## config.mk

```make
export PLATFORM = sky130hd
export DESIGN_NAME = scancode_to_ascii_key_fifo
export DESIGN_NICKNAME = d
export VERILOG_FILES = /design/src/sv/skf_pkg.sv /design/src/sv/scancode_to_ascii_key_fifo.sv
export SDC_FILE = /design/constraint.sdc
export NUM_CORES = 1
export LEC_CHECK = 0
export ABC_CLOCK_PERIOD_IN_PS = 7300
export BUFFER_PORTS_ARGS = -buffer_cell sky130_fd_sc_hd__buf_2
export CAP_MARGIN = 20
export CORE_MARGIN = 2
export CORE_UTILIZATION = 55
export CTS_CLUSTER_SIZE = 30
export DETAILED_ROUTE_END_ITERATION = 10
export PLACE_DENSITY = 0.72
export REMOVE_ABC_BUFFERS = 1
export SETUP_SLACK_MARGIN = 0.2
export SYNTH_ARGS = -nofsm -noshare
export SYNTH_HDL_FRONTEND = slang
export SYNTH_SLANG_ARGS = --single-unit
```

## constraint.sdc

```tcl
create_clock -name clk -period 7.3 [get_ports clk]
set_clock_uncertainty 0.2 [all_clocks]
set_input_delay 0.365 -clock clk [delete_from_list [all_inputs] [get_ports clk]]
set_output_delay 0.365 -clock clk [all_outputs]
set_load 0.005 [all_outputs]
```

## src/sv/skf_pkg.sv

```systemverilog
// Shared types and constants for the scan code to character FIFO block.
// Holds the transaction structs, the set-1 modifier codes and the four character banks.
// No dependencies.
package skf_pkg;

	// Request kinds carried in req_type
	localparam logic REQ_SCAN = 1'b0;
	localparam logic REQ_READ = 1'b1;

	// Set-1 make codes of the modifier keys
	localparam logic [6:0] CODE_LSHIFT = 7'h2A;
	localparam logic [6:0] CODE_RSHIFT = 7'h36;
	localparam logic [6:0] CODE_CTRL   = 7'h1D;
	localparam logic [6:0] CODE_ALT    = 7'h38;

	// Codes at or above this have no table entry
	localparam logic [6:0] ROM_KEYS = 7'd90;
	// Table marker for a key that produces no character
	localparam logic [7:0] NO_CHAR  = 8'hFF;

	// Bit positions in the modifier register
	localparam int MOD_LSHIFT = 0;
	localparam int MOD_RSHIFT = 1;
	localparam int MOD_CTRL   = 2;
	localparam int MOD_ALT    = 3;

	typedef struct packed {
		logic       req_type;
		logic [7:0] scan_byte;
	} cmd_t;

	typedef struct packed {
		logic [7:0] key_char;
		logic       key_valid;
		logic       keys_waiting;
		logic       key_dropped;
	} res_t;

	// Unshifted bank
	localparam logic [7:0] ROM_NORMAL [90] = '{
		8'hFF, 8'h1B, 8'h31, 8'h32, 8'h33, 8'h34, 8'h35, 8'h36, 8'h37, 8'h38,
		8'h39, 8'h30, 8'h2D, 8'h3D, 8'h08, 8'h09, 8'h71, 8'h77, 8'h65, 8'h72,
		8'h74, 8'h79, 8'h75, 8'h69, 8'h6F, 8'h70, 8'h5B, 8'h5D, 8'h0D, 8'hFF,
		8'h61, 8'h73, 8'h64, 8'h66, 8'h67, 8'h68, 8'h6A, 8'h6B, 8'h6C, 8'h3B,
		8'h27, 8'h60, 8'hFF, 8'h5C, 8'h7A, 8'h78, 8'h63, 8'h76, 8'h62, 8'h6E,
		8'h6D, 8'h2C, 8'h2E, 8'h2F, 8'hFF, 8'hFF, 8'hFF, 8'h20, 8'hFF, 8'hAF,
		8'hB0, 8'hB1, 8'hB2, 8'hB3, 8'hB4, 8'hB5, 8'hB6, 8'hB7, 8'hB8, 8'hFF,
		8'hFF, 8'hBC, 8'hBD, 8'hBE, 8'h2D, 8'hBF, 8'hC0, 8'hC1, 8'h2B, 8'hC2,
		8'hC3, 8'hC4, 8'hC5, 8'hC6, 8'hFF, 8'hFF, 8'hFF, 8'hB9, 8'hBA, 8'hFF
	};

	// Shift bank
	localparam logic [7:0] ROM_SHIFT [90] = '{
		8'hFF, 8'h1B, 8'h21, 8'h40, 8'h23, 8'h24, 8'h25, 8'h5E, 8'h26, 8'h2A,
		8'h28, 8'h29, 8'h5F, 8'h2B, 8'h08, 8'h09, 8'h51, 8'h57, 8'h45, 8'h52,
		8'h54, 8'h59, 8'h55, 8'h49, 8'h4F, 8'h50, 8'h7B, 8'h7D, 8'h0D, 8'hFF,
		8'h41, 8'h53, 8'h44, 8'h46, 8'h47, 8'h48, 8'h4A, 8'h4B, 8'h4C, 8'h3A,
		8'h22, 8'h7E, 8'hFF, 8'h7C, 8'h5A, 8'h58, 8'h43, 8'h56, 8'h42, 8'h4E,
		8'h4D, 8'h3C, 8'h3E, 8'h3F, 8'hFF, 8'hFF, 8'hFF, 8'h20, 8'hFF, 8'hC7,
		8'hC8, 8'hC9, 8'hCA, 8'hCB, 8'hCC, 8'hCD, 8'hCE, 8'hCF, 8'hD0, 8'hFF,
		8'hFF, 8'hD3, 8'hD4, 8'hD5, 8'h2D, 8'hD6, 8'hD7, 8'hD8, 8'h2B, 8'hD9,
		8'hDA, 8'hDB, 8'hDC, 8'hDD, 8'hFF, 8'hFF, 8'hFF, 8'hD1, 8'hD2, 8'hFF
	};

	// Control bank
	localparam logic [7:0] ROM_CTRL [90] = '{
		8'hFF, 8'h1B, 8'h7F, 8'h80, 8'h81, 8'h82, 8'h83, 8'h84, 8'h85, 8'h86,
		8'h87, 8'h88, 8'h89, 8'h1F, 8'h08, 8'h09, 8'h11, 8'h17, 8'h05, 8'h12,
		8'h14, 8'h19, 8'h15, 8'h09, 8'h0F, 8'h10, 8'h1E, 8'h1D, 8'h0D, 8'hFF,
		8'h01, 8'h13, 8'h04, 8'h06, 8'h07, 8'h08, 8'h0A, 8'h0B, 8'h0C, 8'h8A,
		8'h1C, 8'hFF, 8'hFF, 8'hFF, 8'h1A, 8'h18, 8'h03, 8'h16, 8'h02, 8'h0E,
		8'h0D, 8'hFF, 8'hFF, 8'hFF, 8'hFF, 8'hFF, 8'hFF, 8'h20, 8'hFF, 8'hDE,
		8'hDF, 8'hE0, 8'hE1, 8'hE2, 8'hE3, 8'hE4, 8'hE5, 8'hE6, 8'hE7, 8'hFF,
		8'hFF, 8'hEA, 8'hEB, 8'hEC, 8'h2D, 8'hED, 8'hEE, 8'hEF, 8'h2B, 8'hF0,
		8'hF1, 8'hF2, 8'hF3, 8'hF4, 8'hFF, 8'hFF, 8'hFF, 8'hE8, 8'hE9, 8'hFF
	};

	// Alt bank
	localparam logic [7:0] ROM_ALT [90] = '{
		8'hFF, 8'h1B, 8'h8B, 8'h8C, 8'h8D, 8'h8E, 8'h8F, 8'h90, 8'h91, 8'h92,
		8'h93, 8'h94, 8'hFF, 8'hFF, 8'h08, 8'h09, 8'h95, 8'h96, 8'h97, 8'h98,
		8'h99, 8'h9A, 8'h9B, 8'h9C, 8'h9D, 8'h9E, 8'hFF, 8'hFF, 8'h0D, 8'hFF,
		8'h9F, 8'hA0, 8'hA1, 8'hA2, 8'hA3, 8'hA4, 8'hA5, 8'hA6, 8'hA7, 8'hFF,
		8'hFF, 8'hFF, 8'hFF, 8'hFF, 8'hA8, 8'hA9, 8'hAA, 8'hAB, 8'hAC, 8'hAD,
		8'hAE, 8'hFF, 8'hFF, 8'hFF, 8'hFF, 8'hFF, 8'hFF, 8'h20, 8'hFF, 8'hFF,
		8'hFF, 8'hFF, 8'hFF, 8'hFF, 8'hFF, 8'hFF, 8'hFF, 8'hFF, 8'hFF, 8'hFF,
		8'hFF, 8'hF5, 8'hF6, 8'hF7, 8'h2D, 8'hF8, 8'hF9, 8'hFA, 8'h2B, 8'hFB,
		8'hFC, 8'hFD, 8'hFF, 8'hFF, 8'hFF, 8'hFF, 8'hFF, 8'hFF, 8'hFF, 8'hFF
	};

endpackage

```

## src/sv/scancode_to_ascii_key_fifo.sv

```systemverilog
// Top level: set-1 scan byte decoder feeding a character FIFO held in a synchronous memory.
// Depends on skf_pkg for the transaction structs, key codes and character banks.
//
// Takes one transaction per clock: either a raw scan byte (bit 7 = release) or a request to
// read one character. Modifier make/break codes update the shift, control and alt flags; any
// other make is looked up in the character bank picked by alt, then control, then shift, and
// the character is pushed into a FIFO of FIFO_DEPTH slots holding at most FIFO_DEPTH-1
// characters. A key that arrives on a full FIFO is dropped and flagged. A read pops the
// oldest character or reports none. Every transaction gives exactly one result, through
// the registered read of the FIFO memory and then the output register. Sustained rate is
// one transaction per cycle, set by the single read and single write port of the FIFO
// memory. The input stalls only while the memory read stage holds a result that the
// stalled output register cannot yet take.
module scancode_to_ascii_key_fifo #(
	parameter int FIFO_DEPTH = 16
) (
	input  logic          clk,
	input  logic          arst_n,
	input  logic          cmd_valid,
	output logic          cmd_stall,
	input  skf_pkg::cmd_t cmd,
	output logic          res_valid,
	input  logic          res_stall,
	output skf_pkg::res_t res
);
	import skf_pkg::*;

	localparam int PTR_W = $clog2(FIFO_DEPTH);
	localparam logic [PTR_W-1:0] PTR_LAST = PTR_W'(FIFO_DEPTH - 1);

	// State registers
	logic [3:0]       mod_q;
	logic [PTR_W-1:0] rd_ptr_q;
	logic [PTR_W-1:0] wr_ptr_q;

	// FIFO storage
	logic [7:0] fifo_mem [FIFO_DEPTH];

	// Memory read stage
	logic       valid_s1;
	logic [7:0] rd_data_s1;
	logic       key_valid_s1;
	logic       waiting_s1;
	logic       dropped_s1;

	// Output register
	logic out_valid_q;
	res_t out_q;

	logic             accept;
	logic             advance_s1;
	logic             is_read;
	logic [6:0]       code;
	logic             release_key;
	logic [3:0]       mod_bit;
	logic [6:0]       rom_idx;
	logic [7:0]       rom_char;
	logic [PTR_W-1:0] rd_ptr_inc;
	logic [PTR_W-1:0] wr_ptr_inc;
	logic [PTR_W-1:0] rd_ptr_next;
	logic [PTR_W-1:0] wr_ptr_next;
	logic             not_empty;
	logic             mapped;
	logic             fifo_full;
	logic             pop;
	logic             push;
	logic             drop;
	logic             waiting;
	logic [3:0]       mod_next;

	// Handshake: read stage moves on when the output register is free or being emptied
	assign advance_s1 = !out_valid_q || !res_stall;
	assign cmd_stall  = valid_s1 && !advance_s1;
	assign accept     = cmd_valid && !cmd_stall;

	assign is_read     = (cmd.req_type == REQ_READ);
	assign code        = cmd.scan_byte[6:0];
	assign release_key = cmd.scan_byte[7];

	// Modifier decode
	always_comb begin
		mod_bit = '0;
		priority if (code == CODE_LSHIFT) begin
			mod_bit[MOD_LSHIFT] = 1'b1;
		end else if (code == CODE_RSHIFT) begin
			mod_bit[MOD_RSHIFT] = 1'b1;
		end else if (code == CODE_CTRL) begin
			mod_bit[MOD_CTRL] = 1'b1;
		end else if (code == CODE_ALT) begin
			mod_bit[MOD_ALT] = 1'b1;
		end else begin
			mod_bit = '0;
		end
	end

	// Character lookup: bank by modifier priority
	assign rom_idx = (code < ROM_KEYS) ? code : '0;

	always_comb begin
		priority if (mod_q[MOD_ALT]) begin
			rom_char = ROM_ALT[rom_idx];
		end else if (mod_q[MOD_CTRL]) begin
			rom_char = ROM_CTRL[rom_idx];
		end else if (mod_q[MOD_LSHIFT] || mod_q[MOD_RSHIFT]) begin
			rom_char = ROM_SHIFT[rom_idx];
		end else begin
			rom_char = ROM_NORMAL[rom_idx];
		end
	end

	// Pointer arithmetic, wrapping at FIFO_DEPTH
	assign rd_ptr_inc = (rd_ptr_q == PTR_LAST) ? '0 : rd_ptr_q + 1'b1;
	assign wr_ptr_inc = (wr_ptr_q == PTR_LAST) ? '0 : wr_ptr_q + 1'b1;
	assign not_empty  = (rd_ptr_q != wr_ptr_q);
	assign fifo_full  = (wr_ptr_inc == rd_ptr_q);

	// Transaction decisions
	assign pop    = accept && is_read && not_empty;
	assign mapped = accept && !is_read && (mod_bit == '0) && !release_key
		&& (code < ROM_KEYS) && (rom_char != NO_CHAR);
	assign push   = mapped && !fifo_full;
	assign drop   = mapped && fifo_full;

	assign rd_ptr_next = pop  ? rd_ptr_inc : rd_ptr_q;
	assign wr_ptr_next = push ? wr_ptr_inc : wr_ptr_q;
	assign waiting     = (rd_ptr_next != wr_ptr_next);

	// Modifier update
	always_comb begin
		mod_next = mod_q;
		if (accept && !is_read) begin
			if (release_key) begin
				mod_next = mod_q & ~mod_bit;
			end else begin
				mod_next = mod_q | mod_bit;
			end
		end
	end

	// Control state
	always_ff @(posedge clk or negedge arst_n) begin
		if (!arst_n) begin
			mod_q       <= '0;
			rd_ptr_q    <= '0;
			wr_ptr_q    <= '0;
			valid_s1    <= 1'b0;
			out_valid_q <= 1'b0;
		end else begin
			mod_q    <= mod_next;
			rd_ptr_q <= rd_ptr_next;
			wr_ptr_q <= wr_ptr_next;
			if (accept) begin
				valid_s1 <= 1'b1;
			end else if (advance_s1) begin
				valid_s1 <= 1'b0;
			end
			if (advance_s1) begin
				out_valid_q <= valid_s1;
			end
		end
	end

	// FIFO memory: one write port, one registered read port
	always_ff @(posedge clk) begin
		if (push) begin
			fifo_mem[wr_ptr_q] <= rom_char;
		end
		if (pop) begin
			rd_data_s1 <= fifo_mem[rd_ptr_q];
		end
	end

	// Read stage sideband
	always_ff @(posedge clk) begin
		if (accept) begin
			key_valid_s1 <= pop;
			waiting_s1   <= waiting;
			dropped_s1   <= drop;
		end
	end

	// Output register
	always_ff @(posedge clk) begin
		if (advance_s1 && valid_s1) begin
			out_q.key_char     <= key_valid_s1 ? rd_data_s1 : 8'h00;
			out_q.key_valid    <= key_valid_s1;
			out_q.keys_waiting <= waiting_s1;
			out_q.key_dropped  <= dropped_s1;
		end
	end

	assign res_valid = out_valid_q;
	assign res       = out_q;

endmodule

```

==> impl_metrics.tcl <==
set metrics [dict create \
    outcome "complete, no violations" \
    root_buffer "clkbuf_16" \
    p_switching_mw 1.103 \
    fin_util_pct 61.41 \
    worstPathArrival_ns 5.92 \
    hp-class "in2reg" \
    clk_pin_slew_ns 0.07 \
    grt.overflow.total 0 \
    synth_top_area_cell "edfxtp_1" \
    clk_path_buf_depth 2 \
    ys_ff_latch 164 \
    crit_fanout 10 \
    start_kind "primary input" \
    slew_headroom_pct 27.36 \
    drt-initial-drc-count 1182 \
    fin_crit_sh_pct 81.47 \
    p_clk_share_pct 28.9 \
    cts_tree "yes" \
    grt_start_max_net_pins 66 \
    p_comb_share_pct 33.0 \
    swShare_pct 34.81 \
    clk_latency_ns 0.43 \
    worst_pin_slew_ns 1.087 \
    tns_ns 0 \
    setup_ws_ns 1.353 \
    rsz0062_at_grt "no" \
    ys_seq_area_share_pct 47.12 \
    ir_worst_vdd_uv 173.8 \
    final_max_slew_viol_count 0 \
    cp.required_ns 7.27 \
    cts.sinks 164 \
    path_class "in2reg" \
    place_area_mm2 0.01070 \
    die-area_mm2 0.01984 \
    p_int_mw 2.066 \
    start_util_pct 55.64 \
    ys_types 92 \
    max_cap_violations 0 \
    grt_pass1_vias 8524 \
    drc 0 \
    wl_per_cell_um 33.05 \
    grt_usage_pct 40.19 \
    setup_viol 0 \
    rows 50 \
    vias 8855 \
    antenna_found_initial 0 \
    io_buffer_count 25 \
    dpl_worst_slack_ns 1.142 \
    dp_hpwl_mm 26.52 \
    finalCriticalPeriod_ns 5.947 \
    fillCellCount 1462 \
    coreArea_mm2 0.01852 \
    ioPinCount 26 \
    fin_total_pwr_mw 3.169 \
    yosys_warnings 0 \
    hold_viol 0 \
    synth_cells 921 \
    antenna_cells 0 \
    syn_avg_cell_area_um2 11.19 \
    final_cell_area_mm2 0.01137 \
    drtAntennaViolNets 0 \
    yosysTopAreaCellShare_pct 43.72 \
    finalNetCount 979 \
    critPathCaptureType "flip-flop" \
    fp.dieW_um 140.9 \
    areaGrowthSynthToFinish_pct 10.37 \
    synth.most_common_cell "edfxtp_1" \
    numCtsBuffers 17 \
    synth_edf_count 150 \
    drt_first_pass_iters 8 \
    pwr-share-seq_pct 38.1 \
    wirelength_mm 39.14 \
    die_h_um 140.9 \
    ys_async_sr_fraction_pct 8.537 \
    ys.flop_type "edfxtp_1" \
    cts.htree.levels 4 \
    grt_pass1_wl_mm 57.55 \
    p_leak_nw 3.925 \
    syn_area_mm2 0.01030 \
    synthTopCellsByCount "edfxtp_1, nand2_1, nor2_1, a21oi_1" \
    max_freq_mhz 168.2 \
    power_density_mw_per_mm2 278.7 \
    avgViaCountPerCell 7.479 \
    synth_area_leaders "edfxtp_1, mux4_2, ha_1, dfrtp_1, nand2_1" \
    drive_above_1_share_pct 18.84 \
    gp_congestion 1.090 \
]
## sequential cells by signal (all words and copies together) (netlist names), named ones only
register and cells:
valid_s1 1, res 11, rd_ptr_q 4, res_valid 1, key_valid_s1 1, wr_ptr_q 4
waiting_s1 1, dropped_s1 1, fifo_mem 128, rd_data_s1 8
## path summary, 6_finish.rpt
path,from,end,slack (ns),depth (start not counted)
max,cmd[2],waiting_s1,1.35,17
min,cmd[8],flip-flop,0.07,3
max reg2reg,flip-flop,waiting_s1,2.86,9
min reg2reg,dropped_s1,res[0],0.23,0
max in group asynchronous,arst_n,rd_ptr_q[0],6.47,2
min in group asynchronous,arst_n,rd_ptr_q[2],0.16,2
## layer usage
layer	vias to the layer above	share of wire (%)	track usage (%)
met5	-	0	0
met4	0	6.2	20.26
met3	181	12	11.18
met1	4265	38	54.03
li1	3663	-	-
met2	746	44	60.31
## kinds of logic after synthesis
logic type | count (synthesis) | synth area share [%]
DFF | 164 | 47.12
muxes | 49 | 9.691
buffers and inverters | 104 | 4.651
xor gates and xnor gates | 14 | 1.324
adders and majority gates | 29 | 3.522
AOI/OAI and AO/OA | 287 | 20.17
and+or+nand+nor | 274 | 13.52
## critical path, cell delays in order
cell       delay, ns
buf_2           0.11
o211a_4         0.27
o21ai_2         0.45
nand2_1         0.33
inv_1           0.27
ha_1            0.50
o211ai_1        0.27
a31oi_1         0.43
o311ai_1        0.20
a2111oi_0       0.61
o41ai_2         0.20
o211a_1         0.16
and4_1          0.23
nor3_2          0.44
mux2_2          0.41
xor2_1          0.14
or4_1           0.52
## stage by stage
step	cells	hold WS, ns
after CTS	1184	0.05056
after global placement	1148	0.07906
after floorplan	838	-0.1306
after global routing	1184	0.09267
final	1184	0.07492
after detailed placement	1148	0.08060
## cell usage in the layout, fill, tap and decap left out, types with 7 or more instances in the layout
cell / instances
dfrtp_1: 13
nand4_1: 7
nor2_1: 48
inv_1: 17
nor2b_1: 13
o21ai_0: 40
a311oi_1: 9
mux4_2: 40
and3_1: 9
nand2_1: 68
nor3_1: 25
nand2b_1: 25
a31oi_1: 20
buf_2: 25
ha_1: 29
a21oi_1: 47
and2_1: 16
o221ai_1: 10
o21ai_1: 10
o22ai_1: 7
o211ai_1: 30
or3_1: 7
clkbuf_16: 17
a211oi_1: 17
buf_4: 51
nand3_1: 28
a21o_1: 9
xor2_1: 7
edfxtp_1: 150
## final cells by class
type                    count  area (um^2)  share of cell area (%)
clock buffers              17        425.4                   3.741
clock inverters            15        201.4                   1.772
inverters                  21        78.83                  0.6932
multi-input cells         653         4969                   43.70
flip-flops and latches    164         4856                   42.70
well taps                 234        292.8                   2.575
repair buffers             80        548.0                   4.820
## power groups by stage
| stage | clock, mW | sequential, mW | combinational, mW |
|---|---|---|---|
| after floorplan | 0 | 1.27 | 0.607 |
| after global placement | 0 | 1.22 | 1.00 |
| after detailed placement | 0 | 1.22 | 1.01 |
| after CTS | 0.934 | 1.21 | 1.02 |
| after global routing | 0.966 | 1.22 | 1.10 |
| final | 0.917 | 1.21 | 1.05 |
## timing repair
item,CTS,global route
hold buffers,4,0
hold endpoints to repair,20,0
resized for setup,0,0
buffers inserted,0,0
(Power assumes the default switching activity.)
